$ cat config.mk
export PLATFORM = sky130hd
export DESIGN_NAME = search_retry_backoff_table_unit
export DESIGN_NICKNAME = d
export VERILOG_FILES = /design/src/hdl/srbt_pkg.sv /design/src/hdl/srbt_front.sv /design/src/hdl/srbt_back.sv /design/src/hdl/search_retry_backoff_table_unit.sv
export SDC_FILE = /design/constraint.sdc
export NUM_CORES = 2
export LEC_CHECK = 0
export BUFFER_PORTS_ARGS = -buffer_cell sky130_fd_sc_hd__buf_4
export CORE_MARGIN = 3
export CORE_UTILIZATION = 35
export DETAILED_ROUTE_END_ITERATION = 12
export GPL_ROUTABILITY_DRIVEN = 0
export SLEW_MARGIN = 20
export SYNTH_ARGS = -nofsm -noshare
export SYNTH_HDL_FRONTEND = slang
export SYNTH_SLANG_ARGS = --single-unit
$ cat constraint.sdc
create_clock -name clk -period 11.1 [get_ports clk]
set_input_delay 2.775 -clock clk [delete_from_list [all_inputs] [get_ports clk]]
set_output_delay 2.775 -clock clk [all_outputs]
set_load 0.05 [all_outputs]
$ cat src/hdl/srbt_pkg.sv
// Shared types, codes and sizes for the search retry backoff table.
// No dependencies; imported by every module of the block.
package srbt_pkg;

  localparam int TABLE_SLOTS = 32;
  localparam int SLOT_W      = $clog2(TABLE_SLOTS);
  localparam int HELD_W      = $clog2(TABLE_SLOTS + 1);
  localparam int QUEUE_DEPTH = 2;
  localparam int QPTR_W      = $clog2(QUEUE_DEPTH);
  localparam int QCNT_W      = $clog2(QUEUE_DEPTH + 1);

  localparam logic [15:0] PASS_GAP_RESET = 16'd100;
  localparam logic [15:0] CEILING_RESET  = 16'd256;
  localparam logic [15:0] FALLBACK_RESET = 16'd129;

  localparam logic [1:0] CFG_PASS_GAP = 2'd0;
  localparam logic [1:0] CFG_CEILING  = 2'd1;
  localparam logic [1:0] CFG_FALLBACK = 2'd2;

  localparam logic [2:0] MODE_REGISTER   = 3'd0;
  localparam logic [2:0] MODE_UNREGISTER = 3'd1;
  localparam logic [2:0] MODE_RESPONSE   = 3'd2;
  localparam logic [2:0] MODE_NEW_SERVER = 3'd3;
  localparam logic [2:0] MODE_TICK       = 3'd4;

  typedef enum logic [2:0] {
    S_DONE       = 3'd0,
    S_NOT_FOUND  = 3'd1,
    S_TABLE_FULL = 3'd2,
    S_SUPPRESSED = 3'd3,
    S_PASS_EMPTY = 3'd4,
    S_SEARCH     = 3'd5
  } status_t;

  typedef enum logic [2:0] {
    OP_REGISTER,
    OP_REMOVE,
    OP_BOOST,
    OP_TICK,
    OP_NOP
  } op_t;

  typedef enum logic [2:0] {
    ST_IDLE,
    ST_FIND,
    ST_EDIT,
    ST_GAP,
    ST_WALK,
    ST_FLUSH
  } state_t;

  typedef struct packed {
    logic [2:0]  mode;
    logic [31:0] channel_id;
    logic        penalize;
    logic [31:0] now_ms;
  } req_t;

  typedef struct packed {
    status_t     status;
    logic [31:0] search_id;
    logic        last;
    logic [6:0]  entries_held;
  } rsp_t;

  typedef struct packed {
    op_t         op;
    logic [31:0] channel_id;
    logic        penalize;
    logic [31:0] now_ms;
  } cmd_t;

  typedef struct packed {
    logic [15:0] pass_gap_ms;
    logic [15:0] count_ceiling;
    logic [15:0] fallback_count;
  } cfg_t;

endpackage

$ cat src/hdl/srbt_front.sv
// Request intake: decodes the mode into a command and holds it in a short queue.
// Depends on srbt_pkg.
module srbt_front import srbt_pkg::*; (
  input  logic clk,
  input  logic rst,
  input  logic req_valid,
  output logic req_ready,
  input  req_t req,
  output logic cmd_valid,
  output cmd_t cmd,
  input  logic cmd_pop
);

  cmd_t              q [QUEUE_DEPTH];
  logic [QPTR_W-1:0] wptr;
  logic [QPTR_W-1:0] rptr;
  logic [QCNT_W-1:0] cnt;
  cmd_t              decoded;
  logic              push;

  always_comb begin
    decoded.channel_id = req.channel_id;
    decoded.penalize   = req.penalize;
    decoded.now_ms     = req.now_ms;
    unique case (req.mode)
      MODE_REGISTER:                 decoded.op = OP_REGISTER;
      MODE_UNREGISTER, MODE_RESPONSE: decoded.op = OP_REMOVE;
      MODE_NEW_SERVER:               decoded.op = OP_BOOST;
      MODE_TICK:                     decoded.op = OP_TICK;
      default:                       decoded.op = OP_NOP;
    endcase
  end

  assign req_ready = cnt != QCNT_W'(QUEUE_DEPTH);
  assign push      = req_valid && req_ready;
  assign cmd_valid = cnt != '0;
  assign cmd       = q[rptr];

  always_ff @(posedge clk) begin
    if (push) begin
      q[wptr] <= decoded;
    end
    if (rst) begin
      wptr <= '0;
      rptr <= '0;
      cnt  <= '0;
    end else begin
      if (push) begin
        wptr <= (wptr == QPTR_W'(QUEUE_DEPTH - 1)) ? '0 : wptr + 1'b1;
      end
      if (cmd_pop) begin
        rptr <= (rptr == QPTR_W'(QUEUE_DEPTH - 1)) ? '0 : rptr + 1'b1;
      end
      cnt <= cnt + QCNT_W'(push) - QCNT_W'(cmd_pop);
    end
  end

endmodule

$ cat src/hdl/srbt_back.sv
// Table engine: sorted id table, one-slot-a-cycle scans, passes and response staging.
// The pass walk holds while the response stage is full. Depends on srbt_pkg.
module srbt_back import srbt_pkg::*; (
  input  logic clk,
  input  logic rst,
  input  cfg_t cfg,
  input  logic cmd_valid,
  input  cmd_t cmd,
  output logic cmd_pop,
  output logic rsp_valid,
  input  logic rsp_ready,
  output rsp_t rsp
);

  logic [31:0]       ids  [TABLE_SLOTS];
  logic [15:0]       cnts [TABLE_SLOTS];
  logic [HELD_W-1:0] held;
  logic [HELD_W-1:0] idx;
  logic [31:0]       last_pass;
  logic              found;
  cmd_t              cur;
  state_t            state;
  state_t            state_next;
  rsp_t              pend;
  logic              pend_valid;

  logic [SLOT_W-1:0] sidx;
  logic              in_range;
  logic [31:0]       id_at;
  logic [15:0]       cnt_at;
  logic              scan_more;
  logic              hit;
  logic              full;
  logic              reject;
  logic [HELD_W-1:0] held_after;
  logic              too_soon;
  logic              at_end;
  logic              pow2;
  logic [15:0]       cnt_step;
  logic [15:0]       start;
  logic              slot_free;
  logic              can_emit;
  logic              emit_en;
  logic              flush_en;
  status_t           emit_status;
  logic [31:0]       emit_id;
  logic [HELD_W-1:0] emit_held;

  assign sidx       = idx[SLOT_W-1:0];
  assign in_range   = idx < held;
  assign id_at      = ids[sidx];
  assign cnt_at     = cnts[sidx];
  assign scan_more  = in_range && (id_at < cur.channel_id);
  assign hit        = in_range && (id_at == cur.channel_id);
  assign full       = held == HELD_W'(TABLE_SLOTS);
  assign reject     = !hit && full;
  assign held_after = hit ? held : held + 1'b1;
  assign too_soon   = (cur.now_ms - last_pass) < {16'd0, cfg.pass_gap_ms};
  assign at_end     = idx == held;
  assign pow2       = (cnt_at != '0) && ((cnt_at & (cnt_at - 16'd1)) == '0);
  assign cnt_step   = (cnt_at >= cfg.count_ceiling) ? cfg.fallback_count : cnt_at + 16'd1;
  assign start      = cur.penalize ? cfg.fallback_count : 16'd1;
  assign slot_free  = !rsp_valid || rsp_ready;
  assign can_emit   = !pend_valid || slot_free;

  always_comb begin
    state_next = state;
    unique case (state)
      ST_IDLE: begin
        if (cmd_valid) begin
          unique case (cmd.op)
            OP_REGISTER, OP_REMOVE: state_next = ST_FIND;
            OP_BOOST, OP_TICK:      state_next = ST_GAP;
            default:                state_next = ST_EDIT;
          endcase
        end
      end
      ST_FIND: begin
        if (!scan_more) state_next = ST_EDIT;
      end
      ST_EDIT: begin
        if (can_emit) begin
          if (cur.op == OP_REGISTER && !reject && held_after == HELD_W'(1)) begin
            state_next = ST_GAP;
          end else begin
            state_next = ST_FLUSH;
          end
        end
      end
      ST_GAP: begin
        if (can_emit) state_next = too_soon ? ST_FLUSH : ST_WALK;
      end
      ST_WALK: begin
        if (can_emit && at_end) state_next = ST_FLUSH;
      end
      ST_FLUSH: begin
        if (slot_free) state_next = ST_IDLE;
      end
      default: state_next = ST_IDLE;
    endcase
  end

  always_comb begin
    cmd_pop     = 1'b0;
    emit_en     = 1'b0;
    flush_en    = 1'b0;
    emit_status = S_DONE;
    emit_id     = '0;
    emit_held   = held;
    unique case (state)
      ST_IDLE: cmd_pop = cmd_valid;
      ST_FIND: ;
      ST_EDIT: begin
        emit_en = can_emit;
        if (cur.op == OP_REGISTER) begin
          emit_status = reject ? S_TABLE_FULL : S_DONE;
          emit_held   = reject ? held : held_after;
        end else if (cur.op == OP_REMOVE) begin
          emit_status = hit ? S_DONE : S_NOT_FOUND;
          emit_held   = hit ? held - 1'b1 : held;
        end
      end
      ST_GAP: begin
        emit_en     = can_emit && too_soon;
        emit_status = S_SUPPRESSED;
      end
      ST_WALK: begin
        if (at_end) begin
          emit_en     = can_emit && !found;
          emit_status = S_PASS_EMPTY;
        end else begin
          emit_en     = can_emit && pow2;
          emit_status = S_SEARCH;
          emit_id     = id_at;
        end
      end
      ST_FLUSH: flush_en = slot_free;
      default: ;
    endcase
  end

  always_ff @(posedge clk) begin
    unique case (state)
      ST_IDLE: begin
        if (cmd_valid) begin
          cur <= cmd;
          idx <= '0;
          if (cmd.op == OP_BOOST) begin
            for (int j = 0; j < TABLE_SLOTS; j++) cnts[j] <= 16'd1;
          end
        end
      end
      ST_FIND: begin
        if (scan_more) idx <= idx + 1'b1;
      end
      ST_EDIT: begin
        if (can_emit && cur.op == OP_REGISTER) begin
          if (hit) begin
            cnts[sidx] <= start;
          end else if (!full) begin
            for (int j = 1; j < TABLE_SLOTS; j++) begin
              if (HELD_W'(j) > idx) begin
                ids[j]  <= ids[j-1];
                cnts[j] <= cnts[j-1];
              end
            end
            ids[sidx]  <= cur.channel_id;
            cnts[sidx] <= start;
          end
        end else if (can_emit && cur.op == OP_REMOVE && hit) begin
          for (int j = 0; j < TABLE_SLOTS - 1; j++) begin
            if (HELD_W'(j) >= idx) begin
              ids[j]  <= ids[j+1];
              cnts[j] <= cnts[j+1];
            end
          end
        end
      end
      ST_GAP: begin
        if (can_emit && !too_soon) begin
          idx   <= '0;
          found <= 1'b0;
        end
      end
      ST_WALK: begin
        if (can_emit && !at_end) begin
          cnts[sidx] <= cnt_step;
          idx        <= idx + 1'b1;
          if (pow2) found <= 1'b1;
        end
      end
      default: ;
    endcase

    if (emit_en) begin
      if (pend_valid) begin
        rsp <= pend;
      end
      pend <= {emit_status, emit_id, 1'b0, 7'(emit_held)};
    end
    if (flush_en) begin
      rsp <= {pend.status, pend.search_id, 1'b1, pend.entries_held};
    end

    if (rst) begin
      state      <= ST_IDLE;
      held       <= '0;
      last_pass  <= '0;
      pend_valid <= 1'b0;
      rsp_valid  <= 1'b0;
    end else begin
      state <= state_next;
      if (state == ST_EDIT && can_emit) begin
        if (cur.op == OP_REGISTER && !reject) held <= held_after;
        if (cur.op == OP_REMOVE && hit) held <= held - 1'b1;
      end
      if (state == ST_GAP && can_emit && !too_soon) last_pass <= cur.now_ms;
      if ((emit_en && pend_valid) || flush_en) begin
        rsp_valid <= 1'b1;
      end else if (rsp_valid && rsp_ready) begin
        rsp_valid <= 1'b0;
      end
      if (emit_en) begin
        pend_valid <= 1'b1;
      end
      if (flush_en) begin
        pend_valid <= 1'b0;
      end
    end
  end

endmodule

$ cat src/hdl/search_retry_backoff_table_unit.sv
// Register, unregister and response run an ordered scan to the slot, one a cycle, then one
// edit. Ticks, new-server requests and a register that leaves one entry held run a pass;
// unless the pass gap suppresses it, it walks every held entry, one a cycle while responses
// are taken. The engine takes one request at a time; a two-deep queue takes requests.
// Reset: synchronous; table empty, last pass time zero, registers at defaults.
// Depends on srbt_pkg, srbt_front and srbt_back.
module search_retry_backoff_table_unit import srbt_pkg::*; (
  input  logic        clk,
  input  logic        rst,
  input  logic        req_valid,
  output logic        req_ready,
  input  req_t        req,
  output logic        rsp_valid,
  input  logic        rsp_ready,
  output rsp_t        rsp,
  input  logic        cfg_valid,
  output logic        cfg_ready,
  input  logic [1:0]  cfg_index,
  input  logic [15:0] cfg_data
);

  cfg_t cfg;
  logic cmd_valid;
  logic cmd_pop;
  cmd_t cmd;

  assign cfg_ready = 1'b1;

  always_ff @(posedge clk) begin
    if (rst) begin
      cfg.pass_gap_ms    <= PASS_GAP_RESET;
      cfg.count_ceiling  <= CEILING_RESET;
      cfg.fallback_count <= FALLBACK_RESET;
    end else if (cfg_valid) begin
      unique case (cfg_index)
        CFG_PASS_GAP: cfg.pass_gap_ms    <= cfg_data;
        CFG_CEILING:  cfg.count_ceiling  <= cfg_data;
        CFG_FALLBACK: cfg.fallback_count <= cfg_data;
        default: ;
      endcase
    end
  end

  srbt_front u_front (
    .clk       (clk),
    .rst       (rst),
    .req_valid (req_valid),
    .req_ready (req_ready),
    .req       (req),
    .cmd_valid (cmd_valid),
    .cmd       (cmd),
    .cmd_pop   (cmd_pop)
  );

  srbt_back u_back (
    .clk       (clk),
    .rst       (rst),
    .cfg       (cfg),
    .cmd_valid (cmd_valid),
    .cmd       (cmd),
    .cmd_pop   (cmd_pop),
    .rsp_valid (rsp_valid),
    .rsp_ready (rsp_ready),
    .rsp       (rsp)
  );

  a_held_bound: assert property (@(posedge clk) disable iff (rst)
    rsp_valid |-> rsp.entries_held <= 7'(TABLE_SLOTS))
    else $error("entries_held beyond table size");

  a_reset_quiet: assert property (@(posedge clk) rst |=> !rsp_valid)
    else $error("response valid after reset");

  a_single_last: assert property (@(posedge clk) disable iff (rst)
    rsp_valid && (rsp.status == S_NOT_FOUND || rsp.status == S_TABLE_FULL ||
                  rsp.status == S_SUPPRESSED || rsp.status == S_PASS_EMPTY) |-> rsp.last)
    else $error("terminal status without last");

  a_id_zero: assert property (@(posedge clk) disable iff (rst)
    rsp_valid && rsp.status != S_SEARCH |-> rsp.search_id == '0)
    else $error("search_id set on non-search response");

endmodule

; ---- After elaboration in Yosys (flattened, before gate mapping)
; Memory sizes are Yosys's and may differ from the RTL's. A register that Yosys moved wholly into a read port is not among the register bits.
; Index checks and enable logic that the tools add are counted.
[word_totals]
ff_bits = 254
ram_bits = 1672
out_inout_bits = 46
elab_cells = 803
mem_count = 3
[memory_table]
columns = name, depth, width, read_ports, rd_clocked_by_memory_dff, write_ports, line
row1 = u_back.ids, 32, 32, 33, 1, 32, srbt_back.sv:15  ; logic [31:0] ids [TABLE_SLOTS];
row2 = u_back.cnts, 32, 16, 33, 1, 32, srbt_back.sv:16  ; logic [15:0] cnts [TABLE_SLOTS];
row3 = u_front.q, 2, 68, 1, 1, 1, srbt_front.sv:14  ; cmd_t q [QUEUE_DEPTH];
[classes]
add_sub_neg = 10
order_cmp = 66
n_eq_ne = 30
mux = 510
bitwise_logic = 96
reduce_logical = 63
[op_table]
columns = cell, n
row1 = two-way mux 16 bit, 67
row2 = two-way mux 32 bit, 31
row3 = two-way mux 1 bit, 376
row4 = two-way mux 43 bit, 3
row5 = "> comparator 5 x 6 -> 1 bit, first input constant", 16
row6 = bitwise OR 1 bit, 94
row7 = ">= comparator 5 x 6 -> 1 bit, first input constant", 15
row8 = two-way mux 6 bit, 12
row9 = ">= comparator 4 x 6 -> 1 bit, first input constant", 8
row10 = "> comparator 4 x 6 -> 1 bit, first input constant", 8
row11 = == test 32 bit, 1
row12 = less-than comparator 32 x 16 -> 1 bit, 1
row13 = less-than comparator 32 bit, 1
row14 = OR reduction 32 bit, 1
row15 = subtractor 32 bit, 1
row16 = two-way mux 3 bit, 9
row17 = ">= comparator 3 x 6 -> 1 bit, first input constant", 4
row18 = "> comparator 3 x 6 -> 1 bit, first input constant", 4
row19 = one-hot mux 6 bit (4 select lines), 1
row20 = logical AND 1 bit, 22
row21 = two-way mux 5 bit, 4
row22 = "== test 3 x 2 -> 1 bit, second input constant", 6
row23 = "!= test 2 x 1 -> 1 bit, second input constant", 9
row24 = one-hot mux 3 bit (6 select lines), 1
row25 = other kinds (43), 80

; ---- Longest topological paths before layout
[logic_depth]
word_depth = 11
mapped_depth = 29
ltp_nobuf = 22

; ---- Cells and area by module
; From an unflattened synthesis, not the netlist that was laid out.
[unflattened]
hier_cells = 10131
hier_area_um2 = 109104.6
[by_module_without_submodules]
columns = mod, instances, cells_per_inst, area_per_inst_um2, seq_area_each_um2
row1 = srbt_back, 1, 9697, 101935.3, 51819.7
row2 = srbt_front, 1, 249, 5207.5, 4184.0
row3 = search_retry_backoff_table_unit, 1, 185, 1961.9, 960.9

; ---- Worst setup path after synthesis
; OpenSTA, ideal clock, no wires.
[synth_timing]
kind = register -> register
from = register with a tool-made name
to = memory u_back.ids[28][0], enable pin
setup_ps = 466
arrival_ps = 7588
required_time_ps = 10634
slack_ps = 3046
stages_incl_launch_ff = 27
synth_period_minus_slack_ps = 8054
path_cell_list = dfxtp_1 buf_2 buf_6 buf_6 buf_6 buf_6 buf_6 buf_4 buf_2 clkbuf_1 buf_1 mux4_2 mux4_2 nand2_1 nand2_1 ha_1 nand4_1 nor4_1 nand3_1 nor2_1 nand3_1 clkbuf_1 a21oi_1 clkbuf_1 buf_1 a21oi_1 o21ai_0
[synth_lines]
columns = item, line
row1 = "end, declared", srbt_back.sv:15

==> flow_metrics.py <==
metrics = {
    "pwr": {
        "switching_share": 0.3686,
        "pwr_density_cell_nw_per_um2": 204.0,
        "internal_power_uw": 15640,
        "p_switching_uw": 9132,
        "seqPwrFrac": 0.384,
        "ir_drop_mv": 0.1747,
        "leakagePower_uw": 0.03998,
        "clock_power_share": 0.280,
        "combPwrFrac": 0.336,
    },
    "synthesis": {
        "ys.flop_type": "edfxtp_1",
        "synthDistinctLibCells": 84,
        "synth_area_per_cell_um2": 11.44,
        "synth_top_area_frac": 0.5035,
        "yosys_register_bits": 1931,
        "yosysWarnings": 0,
        "yosysTopAreaCell": "edfxtp_1",
        "synth_nets": 9736,
        "synth_edf_count": 1829,
        "synthArstFlopShare": 0,
        "yosysSeqAreaShare": 0.5222,
        "syn-cell-area_um2": 109100,
        "synthTopCellsByArea": "edfxtp_1 (50%), mux2i_1 (11%), mux4_2 (8.2%)",
        "syn_inst": 9533,
    },
    "clock_network": {
        "clk_pin_slew_worst_paths_ns": 0.06,
        "h-tree-depth": 4,
        "ctsResizeCount": 0,
        "cts_hold_buf": 0,
        "cts_buffers": 209,
        "cts_tree": "done",
        "cts-root-buf": "clkbuf_16",
        "postCtsSetupRepairBufs": 0,
        "clock_path_buffers": 4,
        "cts_num_sinks": 1931,
        "clock_latency_ns": 0.92,
    },
    "run": {
        "cap_violations": 0,
    },
    "cells_and_area": {
        "layout.nets": 9470,
        "final_area_um2": 121400,
        "ff_latch_area_um2": 56990,
        "syn_to_final_growth_pct": 11.32,
        "drive_gt1_frac": 0.1577,
        "multi_input_comb_area_um2": 49280,
        "fillers": 29220,
    },
    "critical_path": {
        "rr_worst_depth": 15,
        "slowest_delay_ns": 1.03,
        "required_ns": 11.61,
        "cp-end-kind": "flip-flop",
        "regToRegSetupSlack_ns": 1.81,
        "cpMostUsedCell": "nand2_1",
        "crit_arrival_ns": 9.80,
        "cp_slowest_cell": "dfxtp_4",
        "crit_fanout": 83,
        "critPathLaunchType": "flip-flop",
        "worstPathCellList": "buf_12, mux4_2, mux4_2, nand2_1, nand2_1, ha_1, nand4_1, nor4_1, and3_1, nand2_1, nor2_1, nand2_1, a21oi_2, or3_1, buf_4",
        "r2r-end": "u_back.ids[13][13]",
        "critPathKind": "flip-flop to flip-flop",
    },
    "worst_hold_path": {
        "hold_path_depth": 2,
        "hold_end": "cfg[8]",
        "min_from": "cfg[8]",
        "hp-class": "flip-flop to flip-flop",
    },
    "route": {
        "vias_per_cell": 6.248,
        "wl_per_cell_um": 29.72,
        "first_pass_iters": 7,
        "drt-total-wl_um": 403200,
        "num_vias": 84740,
        "ant_nets": 0,
        "drt_iter0_markers": 12400,
        "drc": 0,
    },
    "global_routing": {
        "grt_pass1_vias": 81600,
        "antenna_found_initial": 5,
        "grt_pass1_wl_um": 580000,
        "grt_max_degree": 107,
        "overflow": 0,
        "grt.total_usage": 0.2445,
    },
    "place": {
        "port_buffers": 134,
        "dpl_cell_area_um2": 114800,
        "dp_hpwl_um": 260900,
    },
    "timing": {
        "slew_headroom": 0.1840,
        "worst_pin_slew_ns": 1.224,
        "fmaxAchievable_mhz": 107.7,
        "fin_crit_sh": 0.8368,
        "fin_crit_ns": 9.288,
        "whs_ns": 0.4622,
        "finalSetupViolations": 0,
        "final.setup_skew_ns": 0.06632,
        "drv_slew": 0,
        "rsz0062_at_grt": "false",
        "totalNegativeSetupSlack_ns": 0,
        "finalHoldViolations": 0,
    },
    "floorplanning": {
        "die-area_um2": 318400,
        "rows": 204,
        "die_h_um": 564.3,
        "pin_count": 137,
        "die_x_um": 564.3,
        "start_util": 0.3523,
        "core_area_um2": 309600,
    },
    "status": {
        "run_status": "completed",
    },
}
-- per-stage QoR --
stage	power, µW	util	setup WS [ns]	instances
floorplan	14720	-	3.046	9533
global placement	17650	0.3705	2.455	13170
detailed placement	17760	0.3706	2.263	13170
CTS	24670	0.3918	2.245	13550
global route	25610	0.3921	1.762	13550
finish	24780	0.3922	1.812	13560
-- logic make-up (layout without fill, tap and decap cells) --
| family | count (synthesis) | in the layout | synth area share |
|---|---|---|---|
| and+or+nand+nor | 2314 | 2314 | 0.09034 |
| xor gates and xnor gates | 51 | 51 | 0.004095 |
| DFF | 1931 | 1931 | 0.5222 |
| muxes | 1817 | 1817 | 0.2151 |
| buffers and inverters | 988 | 888 | 0.03538 |
| other | 2 | 12 | 0.00006885 |
| AOI/OAI and AO/OA | 2318 | 2318 | 0.1199 |
| adders and majority gates | 112 | 112 | 0.01292 |
-- area by class of cell --
class,instances,area share
clock buffer,260,0.04600
clock inverter,117,0.007882
sequential,1931,0.4693
tap,4120,0.04245
antenna,10,0.0002061
multi-input combinational,6614,0.4058
inverter,146,0.004513
timing repair buffer,365,0.02388
-- layout by cell type, fill, tap and decap left out, types with 17 or more instances in the layout --
cell / netlist / layout
a211oi_1: 18 / 17
a21o_1: 38 / 38
a21oi_1: 207 / 186
a22oi_1: 298 / 298
a31oi_1: 34 / 29
and2_1: 18 / 17
and3_1: 68 / 63
buf_4: 9 / 352
clkbuf_1: 676 / 39
clkbuf_16: 0 / 213
clkinv_1: 3 / 50
clkinv_2: 0 / 35
dfxtp_1: 102 / 96
edfxtp_1: 1829 / 1829
ha_1: 111 / 111
inv_1: 140 / 139
mux2_2: 267 / 267
mux2i_1: 1155 / 1153
mux4_2: 395 / 395
nand2_1: 1477 / 1467
nand2b_1: 27 / 23
nand3_1: 270 / 258
nand4_1: 41 / 41
nor2_1: 241 / 205
nor2_4: 0 / 32
nor2b_1: 33 / 33
nor3_1: 52 / 45
o21ai_0: 1521 / 1502
o21ai_4: 0 / 21
o22ai_1: 75 / 74
or3_1: 24 / 18
xnor2_1: 40 / 40
-- critical path, delay by kind of cell (launching register included) --
| kind | cells | cell delay (ns) |
|---|---|---|
| flip-flops | 1 | 1.03 |
| adder cells (fa/ha/maj) | 1 | 0.31 |
| buffers and inverters | 2 | 1.12 |
| AND/OR/NAND/NOR | 9 | 4.05 |
| multiplexers | 2 | 1.06 |
| AO/OA/AOI/OAI | 1 | 1.02 |
-- power groups by stage --
stage	combinational, µW	clock, µW	sequential, µW
after detailed placement	8140	0	9620
after CTS	8170	7020	9480
after floorplan	5400	0	9320
after global placement	8030	0	9620
after global routing	8780	7290	9540
final	8330	6940	9510
-- registers in the layout (all words and copies together), names as in the netlist, 2 cells and up, named ones only --
| name | cells |
|---|---|
| u_back.rsp | 42 |
| u_front.q | 136 |
| u_back.ids | 1024 |
| u_back.held | 6 |
| u_back.pend | 41 |
| u_back.state | 3 |
| u_front.cnt | 2 |
| cfg | 48 |
| u_back.cnts | 512 |
| u_back.last_pass | 32 |
| u_back.cur | 68 |
| u_back.idx | 6 |
-- worst max-delay path by stage --
stage                   start            endpoint
floorplan           flip-flop   u_back.ids[28][0]
global placement    flip-flop   u_back.ids[13][5]
detailed placement  flip-flop   u_back.ids[13][2]
CTS                 flip-flop   u_back.ids[13][2]
global route        flip-flop  u_back.ids[13][13]
finish              flip-flop  u_back.ids[13][13]
-- per-layer routing --
metal,GRT usage,part of all wire
met5,0,0
met2,0.3719,0.44
met3,0.04937,0.11
met4,0.1450,0.069
met1,0.3227,0.38
-- synth_stat cells, types with 24 or more instances --
master,instances
edfxtp_1,1829
o21ai_0,1521
nand2_1,1477
mux2i_1,1155
clkbuf_1,676
mux4_2,395
a22oi_1,298
nand3_1,270
mux2_2,267
nor2_1,241
a21oi_1,207
inv_1,140
buf_1,113
ha_1,111
dfxtp_1,102
o22ai_1,75
and3_1,68
nor3_1,52
nand4_1,41
xnor2_1,40
a21o_1,38
a31oi_1,34
buf_2,34
nor2b_1,33
nand2b_1,27
or3_1,24
(Power assumes the default switching activity.)
